**src/arm_ie_pkg.sv**
```systemverilog
// Shared types, constants and helper functions of the ARM instruction execute block.
// No dependencies; the register file, data memory and top level refer to this package by scoped names.
package arm_ie_pkg;

  localparam int unsigned MEM_BYTES = 65536;
  localparam int unsigned ADDR_W    = $clog2(MEM_BYTES);
  localparam int unsigned ROWS      = MEM_BYTES / 4;
  localparam int unsigned ROW_W     = ADDR_W - 2;
  localparam int unsigned LIM_W     = 17;
  localparam int unsigned CNT_W     = 48;

  localparam logic [31:0] SP_RESET = 32'(MEM_BYTES - 4);
  localparam logic [3:0]  REG_SP   = 4'd13;
  localparam logic [3:0]  REG_LR   = 4'd14;
  localparam logic [3:0]  REG_PC   = 4'd15;
  localparam logic [4:0]  IDX_PSR  = 5'd16;

  typedef enum logic [2:0] {
    MODE_EXEC   = 3'd0,
    MODE_REG_WR = 3'd1,
    MODE_REG_RD = 3'd2,
    MODE_MEM_WR = 3'd3,
    MODE_MEM_RD = 3'd4
  } mode_e;

  typedef enum logic [1:0] {
    RES_DONE    = 2'd0,
    RES_SKIP    = 2'd1,
    RES_UNKNOWN = 2'd2,
    RES_RANGE   = 2'd3
  } result_e;

  typedef enum logic [2:0] {
    S_CLEAR,
    S_IDLE,
    S_RD1,
    S_RD2,
    S_EX,
    S_EX2
  } fsm_e;

  typedef enum logic [3:0] {
    OP_AND = 4'h0, OP_EOR = 4'h1, OP_SUB = 4'h2, OP_RSB = 4'h3,
    OP_ADD = 4'h4, OP_ADC = 4'h5, OP_SBC = 4'h6, OP_RSC = 4'h7,
    OP_TST = 4'h8, OP_TEQ = 4'h9, OP_CMP = 4'hA, OP_CMN = 4'hB,
    OP_ORR = 4'hC, OP_MOV = 4'hD, OP_BIC = 4'hE, OP_MVN = 4'hF
  } op_e;

  typedef enum logic [3:0] {
    CC_EQ = 4'h0, CC_NE = 4'h1, CC_CS = 4'h2, CC_CC = 4'h3,
    CC_MI = 4'h4, CC_PL = 4'h5, CC_VS = 4'h6, CC_VC = 4'h7,
    CC_HI = 4'h8, CC_LS = 4'h9, CC_GE = 4'hA, CC_LT = 4'hB,
    CC_GT = 4'hC, CC_LE = 4'hD, CC_AL = 4'hE, CC_NV = 4'hF
  } cond_e;

  typedef enum logic [1:0] {
    SH_LSL = 2'd0, SH_LSR = 2'd1, SH_ASR = 2'd2, SH_ROR = 2'd3
  } shift_e;

  typedef enum logic [1:0] {
    CLS_DATA   = 2'd0,
    CLS_MEM    = 2'd1,
    CLS_BRANCH = 2'd2,
    CLS_OTHER  = 2'd3
  } class_e;

  typedef struct packed {
    logic              en;
    logic              word;
    logic [ADDR_W-1:0] addr;
    logic [31:0]       data;
  } dmem_wr_t;

  function automatic logic [31:0] reg_reset(input logic [3:0] idx);
    return (idx == REG_SP) ? SP_RESET : 32'd0;
  endfunction

  function automatic logic cond_pass(input logic [3:0] c, input logic [3:0] nzcv);
    logic n, z, cy, v, r;
    n  = nzcv[3];
    z  = nzcv[2];
    cy = nzcv[1];
    v  = nzcv[0];
    case (c)
      CC_EQ:   r = z;
      CC_NE:   r = !z;
      CC_CS:   r = cy;
      CC_CC:   r = !cy;
      CC_MI:   r = n;
      CC_PL:   r = !n;
      CC_VS:   r = v;
      CC_VC:   r = !v;
      CC_HI:   r = cy && !z;
      CC_LS:   r = !cy || z;
      CC_GE:   r = (n == v);
      CC_LT:   r = (n != v);
      CC_GT:   r = !z && (n == v);
      CC_LE:   r = z || (n != v);
      default: r = 1'b1;
    endcase
    return r;
  endfunction

  // Returns {carry_out, result} for a shift by a register amount 0..255.
  function automatic logic [32:0] shift_reg(input logic [31:0] x, input logic [1:0] t,
                                            input logic [7:0] n, input logic cin);
    logic [32:0] tmp;
    logic [63:0] dbl;
    logic [4:0]  r;
    logic [32:0] ret;
    r   = n[4:0];
    tmp = '0;
    dbl = '0;
    ret = {cin, x};
    if (n != 8'd0) begin
      case (t)
        SH_LSL: begin
          if (n < 8'd32) begin
            tmp = {1'b0, x} << r;
            ret = tmp;
          end else if (n == 8'd32) begin
            ret = {x[0], 32'd0};
          end else begin
            ret = '0;
          end
        end
        SH_LSR: begin
          if (n < 8'd32) begin
            tmp = {x, 1'b0} >> r;
            ret = {tmp[0], tmp[32:1]};
          end else if (n == 8'd32) begin
            ret = {x[31], 32'd0};
          end else begin
            ret = '0;
          end
        end
        SH_ASR: begin
          if (n >= 8'd32) begin
            ret = {x[31], {32{x[31]}}};
          end else begin
            tmp = 33'($signed({x, 1'b0}) >>> r);
            ret = {tmp[0], tmp[32:1]};
          end
        end
        default: begin
          if (r == 5'd0) begin
            ret = {x[31], x};
          end else begin
            dbl = {x, x} >> r;
            ret = {dbl[31], dbl[31:0]};
          end
        end
      endcase
    end
    return ret;
  endfunction

  // Immediate amount: zero means 32 for LSR/ASR and RRX for ROR.
  function automatic logic [32:0] shift_imm(input logic [31:0] x, input logic [1:0] t,
                                            input logic [4:0] n, input logic cin);
    logic [32:0] ret;
    ret = shift_reg(x, t, {3'd0, n}, cin);
    if (n == 5'd0) begin
      case (t)
        SH_LSR, SH_ASR: ret = shift_reg(x, t, 8'd32, cin);
        SH_ROR:         ret = {x[0], cin, x[31:1]};
        default:        ret = {cin, x};
      endcase
    end
    return ret;
  endfunction

endpackage

```
**src/arm_ie_regfile.sv**
```systemverilog
// Register file r0..r15: two synchronous read ports, one write port.
// Per-entry valid bits give the reset contents; uses arm_ie_pkg.
module arm_ie_regfile (
  input  logic        clk_i,
  input  logic        rst_ni,
  input  logic [3:0]  ra_addr_i,
  input  logic [3:0]  rb_addr_i,
  output logic [31:0] ra_data_o,
  output logic [31:0] rb_data_o,
  input  logic        we_i,
  input  logic [3:0]  waddr_i,
  input  logic [31:0] wdata_i
);

  logic [31:0] mem [16];
  logic [15:0] valid_q;
  logic [31:0] ra_q, rb_q;

  always_ff @(posedge clk_i or negedge rst_ni) begin
    if (!rst_ni) begin
      valid_q <= '0;
    end else if (we_i) begin
      valid_q[waddr_i] <= 1'b1;
    end
  end

  always_ff @(posedge clk_i) begin
    if (we_i) begin
      mem[waddr_i] <= wdata_i;
    end
    ra_q <= valid_q[ra_addr_i] ? mem[ra_addr_i] : arm_ie_pkg::reg_reset(ra_addr_i);
    rb_q <= valid_q[rb_addr_i] ? mem[rb_addr_i] : arm_ie_pkg::reg_reset(rb_addr_i);
  end

  assign ra_data_o = ra_q;
  assign rb_data_o = rb_q;

endmodule

```
**config.mk**
```make
export PLATFORM = sky130hd
export DESIGN_NAME = arm_ie_regfile
export DESIGN_NICKNAME = d
export VERILOG_FILES = /design/src/arm_ie_pkg.sv /design/src/arm_ie_regfile.sv
export SDC_FILE = /design/constraint.sdc
export NUM_CORES = 1
export LEC_CHECK = 0
export BUFFER_PORTS_ARGS = -buffer_cell sky130_fd_sc_hd__clkbuf_2
export CAP_MARGIN = 20
export CORE_MARGIN = 2
export CORE_UTILIZATION = 40
export DETAILED_ROUTE_END_ITERATION = 7
export PLACE_DENSITY = 0.56
export SLEW_MARGIN = 10
export SYNTH_ARGS = -nofsm -noshare
export SYNTH_HDL_FRONTEND = slang
export SYNTH_SLANG_ARGS = --single-unit
```
**constraint.sdc**
```tcl
create_clock -name clk_i -period 3.85 [get_ports clk_i]
set_clock_uncertainty 0.2 [all_clocks]
set_input_delay 0.385 -clock clk_i [delete_from_list [all_inputs] [get_ports clk_i]]
set_output_delay 0.385 -clock clk_i [all_outputs]
set_load 0.03 [all_outputs]
```
==> results.py, run 1 <==
metrics = {
    "detailed_routing": {
        "first_iter_violations": 1171,
        "m1WireLength_um": 30100,
        "top_layer": "met5",
        "ant_nets": 0,
        "vias": 13800,
        "met3_length_um": 4130,
        "drc": 0,
        "viasPerCell": 5.89,
        "wl_per_cell_um": 29.4,
        "routed-wl-met2_um": 33000,
        "first_pass_iters": 5,
        "totalWireLength_um": 68800,
    },
    "clocking": {
        "cts_tree": "yes",
        "cts_setup_buffers": 0,
        "cts_buffers": 60,
        "clock-root-buffer": "clkbuf_16",
        "clk_path_buf_depth": 3,
        "htreeDepth": 2,
        "clock_sinks": 592,
        "clkTransAtPathRegs_ns": 0.06,
        "clock_latency_ns": 0.62,
    },
    "sta": {
        "worst_slew_pin_slew_ns": 0.902,
        "setup_viol": 0,
        "hold_viol": 0,
        "max_freq_ghz": 0.414,
        "slew_headroom": 0.397,
        "tns_ns": 0,
        "rsz0062_at_grt": "no",
        "fin_crit_sh": 0.627,
        "finalCriticalPeriod_ns": 2.41,
        "slew_viol_final": 0,
    },
    "worst_hold_path": {
        "hp-start": "wdata_i[7]",
        "whs_endpoint": "mem[10][7]",
        "worstHoldPathType": "input pin to register",
        "holdPathStages": 1,
    },
    "finish": {
        "n_fill_cell": 5333,
        "final_net_count": 1478,
        "antenna_cells": 0,
        "area_delta_synth_final_pct": 15.2,
        "final_layout_size_suffix_gt1_frac": 0.372,
    },
    "global_route": {
        "gr-usage-all-layers": 0.208,
        "grt_pass1_wl_um": 99800,
        "grt_start_max_net_pins": 79,
        "antenna_found_initial": 2,
        "gr-total-overflow": 0,
        "grt_pass1_vias": 14400,
    },
    "status": {
        "status": "finished, final reports clean",
    },
    "logic_synthesis": {
        "synthFlopType": "edfxtp_1",
        "avgSynthCellArea_um2": 20.2,
        "seq_area_frac_synth": 0.661,
        "synth_edf_count": 512,
        "synth_cells": 1278,
        "ys_async_sr_fraction": 0.0270,
        "ys_ff_latch": 592,
        "synth_cell_types": 35,
        "syn_nets": 1325,
        "yosys_warnings": 0,
        "synth_area_mm2": 0.0258,
    },
    "worst_setup_path": {
        "path_class": "register to register",
        "r2r_start": "valid_q[13]",
        "cp.arrival_ns": 2.67,
        "setup.worst_path.end_class": "register",
        "crit_fanout": 32,
        "r2r-end": "rb_data_o[2]",
        "cp-start-kind": "register",
        "r2r_slack_ns": 1.44,
        "worst-r2r-cell-count": 5,
        "critPathRequiredTime_ns": 4.10,
    },
    "power": {
        "max-vdd-ir-drop_v": 0.000362,
        "power_switching_mw": 3.62,
        "powerDensity_mw_per_mm2": 495,
        "pwr-share-comb": 0.111,
        "p_int_mw": 11.1,
        "clkPwrFrac": 0.386,
        "total_power_mw": 14.7,
        "swShare": 0.246,
        "p_leak_nw": 9.76,
        "seq_power_share": 0.502,
    },
    "placement": {
        "hpwl_um": 36900,
        "port_buffers": 110,
        "finalWeightedCongestion": 0.763,
    },
    "die": {
        "die_w_um": 258,
        "fp.coreArea_mm2": 0.0641,
        "start_util": 0.403,
        "die_area_mm2": 0.0666,
        "fp.dieH_um": 258,
        "rows": 93,
        "pin_count": 111,
    },
    "run": {
        "maxCapViolations": 0,
    },
}
metal layers:
layer / track usage / vias to the layer above
met5: 0 / -
met4: 0.0533 / 2
met3: 0.0360 / 102
met2: 0.330 / 444
met1: 0.298 / 7453
li1: - / 5765
critical path, cell delays in order, from the launching register on:
cell	delay (ns)
dfrtp_1	0.40
mux4_2	0.47
a22o_1	0.26
nor2_4	0.11
buf_4	0.56
o21ai_0	0.25
placed cells by master, fill, tap and decap left out, types with 3 or more instances in the layout:
| cell | count |
|---|---|
| or2_2 | 16 |
| a211oi_1 | 44 |
| dlygate4sd3_1 | 32 |
| a22o_1 | 30 |
| clkbuf_8 | 3 |
| mux2i_1 | 86 |
| nor2_1 | 16 |
| mux4_2 | 255 |
| clkinvlp_4 | 3 |
| o22ai_1 | 24 |
| mux2_2 | 6 |
| nor2b_1 | 20 |
| buf_4 | 38 |
| clkbuf_16 | 61 |
| buf_12 | 7 |
| clkinv_2 | 16 |
| nand3_1 | 4 |
| bufinv_16 | 4 |
| a31oi_2 | 8 |
| nor2_4 | 13 |
| dfxtp_1 | 64 |
| clkinv_1 | 13 |
| edfxtp_1 | 512 |
| nand2_1 | 9 |
| o21ai_0 | 20 |
| or3_1 | 7 |
| dfrtp_1 | 16 |
| nor3_2 | 4 |
| and2_1 | 11 |
| clkbuf_2 | 104 |
| clkbuf_1 | 11 |
| nand3b_1 | 5 |
cell families after synthesis:
group | after synthesis | synth area share
AOI/OAI and AO/OA | 127 | 0.0368
buffers and inverters | 95 | 0.0190
DFF | 592 | 0.661
muxes | 347 | 0.258
and+or+nand+nor | 117 | 0.0250
worst max path at each step:
stage                 start  depth (start not counted)       endpoint  slack (ns)
6_report        valid_q[13]                          5   rb_data_o[2]        1.44
5_1_grt          valid_q[9]                          5   rb_data_o[6]        1.33
4_1_cts          valid_q[6]                          6  ra_data_o[15]        1.42
3_5_place_dp   ra_addr_i[2]                          9  ra_data_o[24]        0.90
3_3_place_gp   ra_addr_i[2]                          9  ra_data_o[25]        0.88
2_1_floorplan    waddr_i[2]                          2      mem[0][0]        0.05
flip-flops by register name (all words and copies together), names as in the netlist:
signal     cells
mem          512
valid_q       16
rb_data_o     32
ra_data_o     32
through the flow:
step | hold slack [ns] | instance area [um^2] | utilization | instances | setup slack, ns
after global routing | 0.0255 | 29700 | 0.464 | 2337 | 1.33
final | 0.0460 | 29700 | 0.464 | 2337 | 1.44
after global placement | 0.129 | 27500 | 0.429 | 2192 | 0.885
after floorplan | -0.111 | 25800 | - | 1278 | 0.0545
after CTS | 0.00472 | 29700 | 0.464 | 2337 | 1.42
after detailed placement | 0.130 | 27500 | 0.429 | 2192 | 0.899
power groups by stage:
stage               sequential (mW)  clock, mW  combinational (mW)
floorplan                      7.71          0               0.833
global placement               7.53          0                1.61
detailed placement             7.53          0                1.62
CTS                            7.40       5.82                1.66
global route                   7.41       6.05                1.74
finish                         7.39       5.69                1.64
what timing repair did:
| action | CTS | global route |
|---|---|---|
| hold endpoints to repair | 509 | 0 |
| resized for setup | 0 | 0 |
| hold buffers | 32 | 0 |
synth_stat cells, drive strengths merged, types with 5 or more instances:
master | number | area share
dfxtp | 64 | 0.050
or2 | 16 | 0.0039
mux2 | 6 | 0.0026
a211oi | 44 | 0.013
clkbuf | 34 | 0.0049
dfrtp | 16 | 0.016
mux2i | 86 | 0.033
buf | 60 | 0.014
o22ai | 24 | 0.0058
nor2b | 22 | 0.0053
a22o | 30 | 0.010
edfxtp | 512 | 0.60
a31oi | 8 | 0.0039
nand3b | 5 | 0.0015
and2 | 11 | 0.0027
mux4 | 255 | 0.22
o21ai | 20 | 0.0039
nand2 | 10 | 0.0016
or3 | 7 | 0.0017
nor2 | 30 | 0.0045
area by class of cell:
type	count	area [um^2]	area share
clock buffer	74	1600	0.0536
clock inverter	39	309	0.0104
inverter	1	3.75	0.000126
multi-input combinational	591	8390	0.282
sequential	592	17100	0.573
tap	855	1070	0.0360
timing repair buffer	185	1320	0.0443
No activity file was read; power rests on OpenSTA's default activity.
==> run 2, diff against run 1 <==
==> constraint.sdc (replaced) <==
create_clock -name clk_i -period 2.4 [get_ports clk_i]
set_clock_uncertainty 0.2 [all_clocks]
set_input_delay 0.24 -clock clk_i [delete_from_list [all_inputs] [get_ports clk_i]]
set_output_delay 0.24 -clock clk_i [all_outputs]
set_load 0.03 [all_outputs]
==> run 2 against run 1 <==
Global-route usage increased by 0.11 points. Sequential power rose by 60%. Register-to-register slack worse by 1.1 ns. Routed wire length shrank 0.19%. First-iteration DRC count fell by 0.43%. Critical path type unchanged.
==> results.py, run 2 (same netlist as run 1, synthesis figures left out) <==
metrics = {
    "finish": {
        "final_layout_size_suffix_gt1_frac": 0.394,
        "mostFrequentLayoutCell": "edfxtp_1",
        "top_register": "mem",
        "final_cell_mix": "edfxtp_1, mux4_2, clkbuf_2, mux2i_1, dfxtp_1",
        "area_delta_synth_final_pct": 18.9,
        "final_net_count": 1535,
        "final_core_util": 0.479,
        "n_fill_cell": 5257,
        "largest_reg_flops": 512,
        "antenna_cells": 0,
    },
    "detailed_routing": {
        "first_pass_iters": 5,
        "vias": 14000,
        "totalWireLength_um": 68700,
        "viasPerCell": 5.83,
        "first_iter_violations": 1166,
        "wl_per_cell_um": 28.7,
        "drc": 0,
        "ant_nets": 0,
    },
    "worst_setup_path": {
        "r2r_start": "valid_q[15]",
        "crit_fanout": 14,
        "crit_path_top_delay_cell": "mux4_2",
        "r2r_slack_ns": 0.33,
        "cp-start-kind": "register",
        "critPathRequiredTime_ns": 2.73,
        "worst-r2r-cell-count": 6,
        "max_stage_delay_ns": 0.49,
        "r2r-end": "rb_data_o[5]",
        "cp.arrival_ns": 2.40,
        "crit_chain": "mux4_2 > a22o_1 > nor2_4 > nand4_1 > buf_4 > o21ai_0",
        "setup.worst_path.end_class": "register",
        "path_class": "register to register",
    },
    "global_route": {
        "antenna_found_initial": 3,
        "gr-usage-all-layers": 0.209,
        "grt_pass1_wl_um": 100000,
        "gr-total-overflow": 0,
        "grt_start_max_net_pins": 49,
        "grt_pass1_vias": 14900,
    },
    "sta": {
        "setup_viol": 0,
        "slew_viol_final": 0,
        "finalCriticalPeriod_ns": 2.07,
        "worst_slew_pin_slew_ns": 0.763,
        "slew_headroom": 0.490,
        "rsz0062_at_grt": "no",
        "max_freq_ghz": 0.484,
        "fin_crit_sh": 0.861,
        "hold_viol": 0,
    },
    "clocking": {
        "cts_resized": 0,
        "cts_tree": "yes",
        "clock-root-buffer": "clkbuf_16",
        "clk_path_buf_depth": 3,
        "clkTransAtPathRegs_ns": 0.06,
        "cts_buffers": 59,
        "htreeDepth": 2,
        "clock_sinks": 592,
        "clock_latency_ns": 0.62,
        "cts_setup_buffers": 0,
    },
    "status": {
        "status": "finished, final reports clean",
    },
    "die": {
        "fp.dieH_um": 258,
        "die_w_um": 258,
        "die_area_mm2": 0.0666,
        "start_util": 0.403,
        "pin_count": 111,
        "fp.coreArea_mm2": 0.0641,
        "rows": 93,
    },
    "placement": {
        "finalWeightedCongestion": 0.752,
        "hpwl_um": 39700,
        "port_buffers": 110,
    },
    "power": {
        "total_power_mw": 23.8,
        "p_leak_nw": 10.2,
        "max-vdd-ir-drop_v": 0.000503,
        "powerDensity_mw_per_mm2": 776,
    },
    "worst_hold_path": {
        "hp-start": "waddr_i[0]",
        "whs_endpoint": "mem[12][9]",
        "holdPathStages": 2,
        "worstHoldPathType": "input pin to register",
    },
    "run": {
        "maxCapViolations": 0,
    },
}
==> run 2: layout make-up <==
type / count / area, um^2 / share of cell area
timing repair buffer: 243 / 2200 / 0.0717
multi-input combinational: 591 / 8410 / 0.274
clock inverter: 16 / 143 / 0.00465
inverter: 1 / 3.75 / 0.000122
sequential: 592 / 17100 / 0.556
clock buffer: 96 / 1800 / 0.0586
tap: 855 / 1070 / 0.0349
==> run 2: what timing repair did <==
| action | CTS | global route |
|---|---|---|
| setup endpoints to repair | 0 | 0 |
| hold buffers | 35 | 0 |
| hold endpoints to repair | 531 | 0 |
==> run 2: critical path, delay by kind of cell, from the launching register on <==
kind | cells | cell delay [ns]
compound gates | 2 | 0.33
simple gates | 2 | 0.32
buf+inv | 1 | 0.23
flops | 1 | 0.40
mux | 1 | 0.49
==> run 2: how the worst max path moves through the flow <==
stage / start / end / slack [ns] / depth (start not counted)
after floorplan: waddr_i[2] / mem[1][0] / -0.39 / 2
after global placement: rb_addr_i[0] / rb_data_o[5] / 0.06 / 6
after detailed placement: rb_addr_i[0] / rb_data_o[5] / 0.05 / 6
after CTS: valid_q[5] / rb_data_o[14] / 0.33 / 6
after global routing: valid_q[15] / rb_data_o[14] / 0.25 / 6
final: valid_q[15] / rb_data_o[5] / 0.33 / 6
==> run 2: through the flow <==
step | instance area [um^2] | setup WS (ns) | hold WS [ns] | setup TNS, ns | cells
after detailed placement | 28400 | 0.0482 | -0.00886 | 0 | 2247
final | 30700 | 0.332 | 0.0440 | 0 | 2394
after CTS | 30700 | 0.329 | 0.0132 | 0 | 2394
after global routing | 30700 | 0.254 | 0.0426 | 0 | 2394
after floorplan | 25900 | -0.387 | -0.256 | -40.61 | 1278
after global placement | 28400 | 0.0589 | -0.0104 | 0 | 2247
==> run 2: where the power goes <==
part	switching, mW	internal, mW
Sequential	0.200	11.6
Clock	3.87	5.31
Combinational	1.64	1.17
==> run 2: per-layer routing <==
layer / vias up / track usage / share of wire
met5: - / 0 / 0.00067
met4: 6 / 0.0544 / 0.022
met3: 109 / 0.0370 / 0.062
met2: 465 / 0.350 / 0.50
met1: 7494 / 0.283 / 0.41
li1: 5881 / - / -
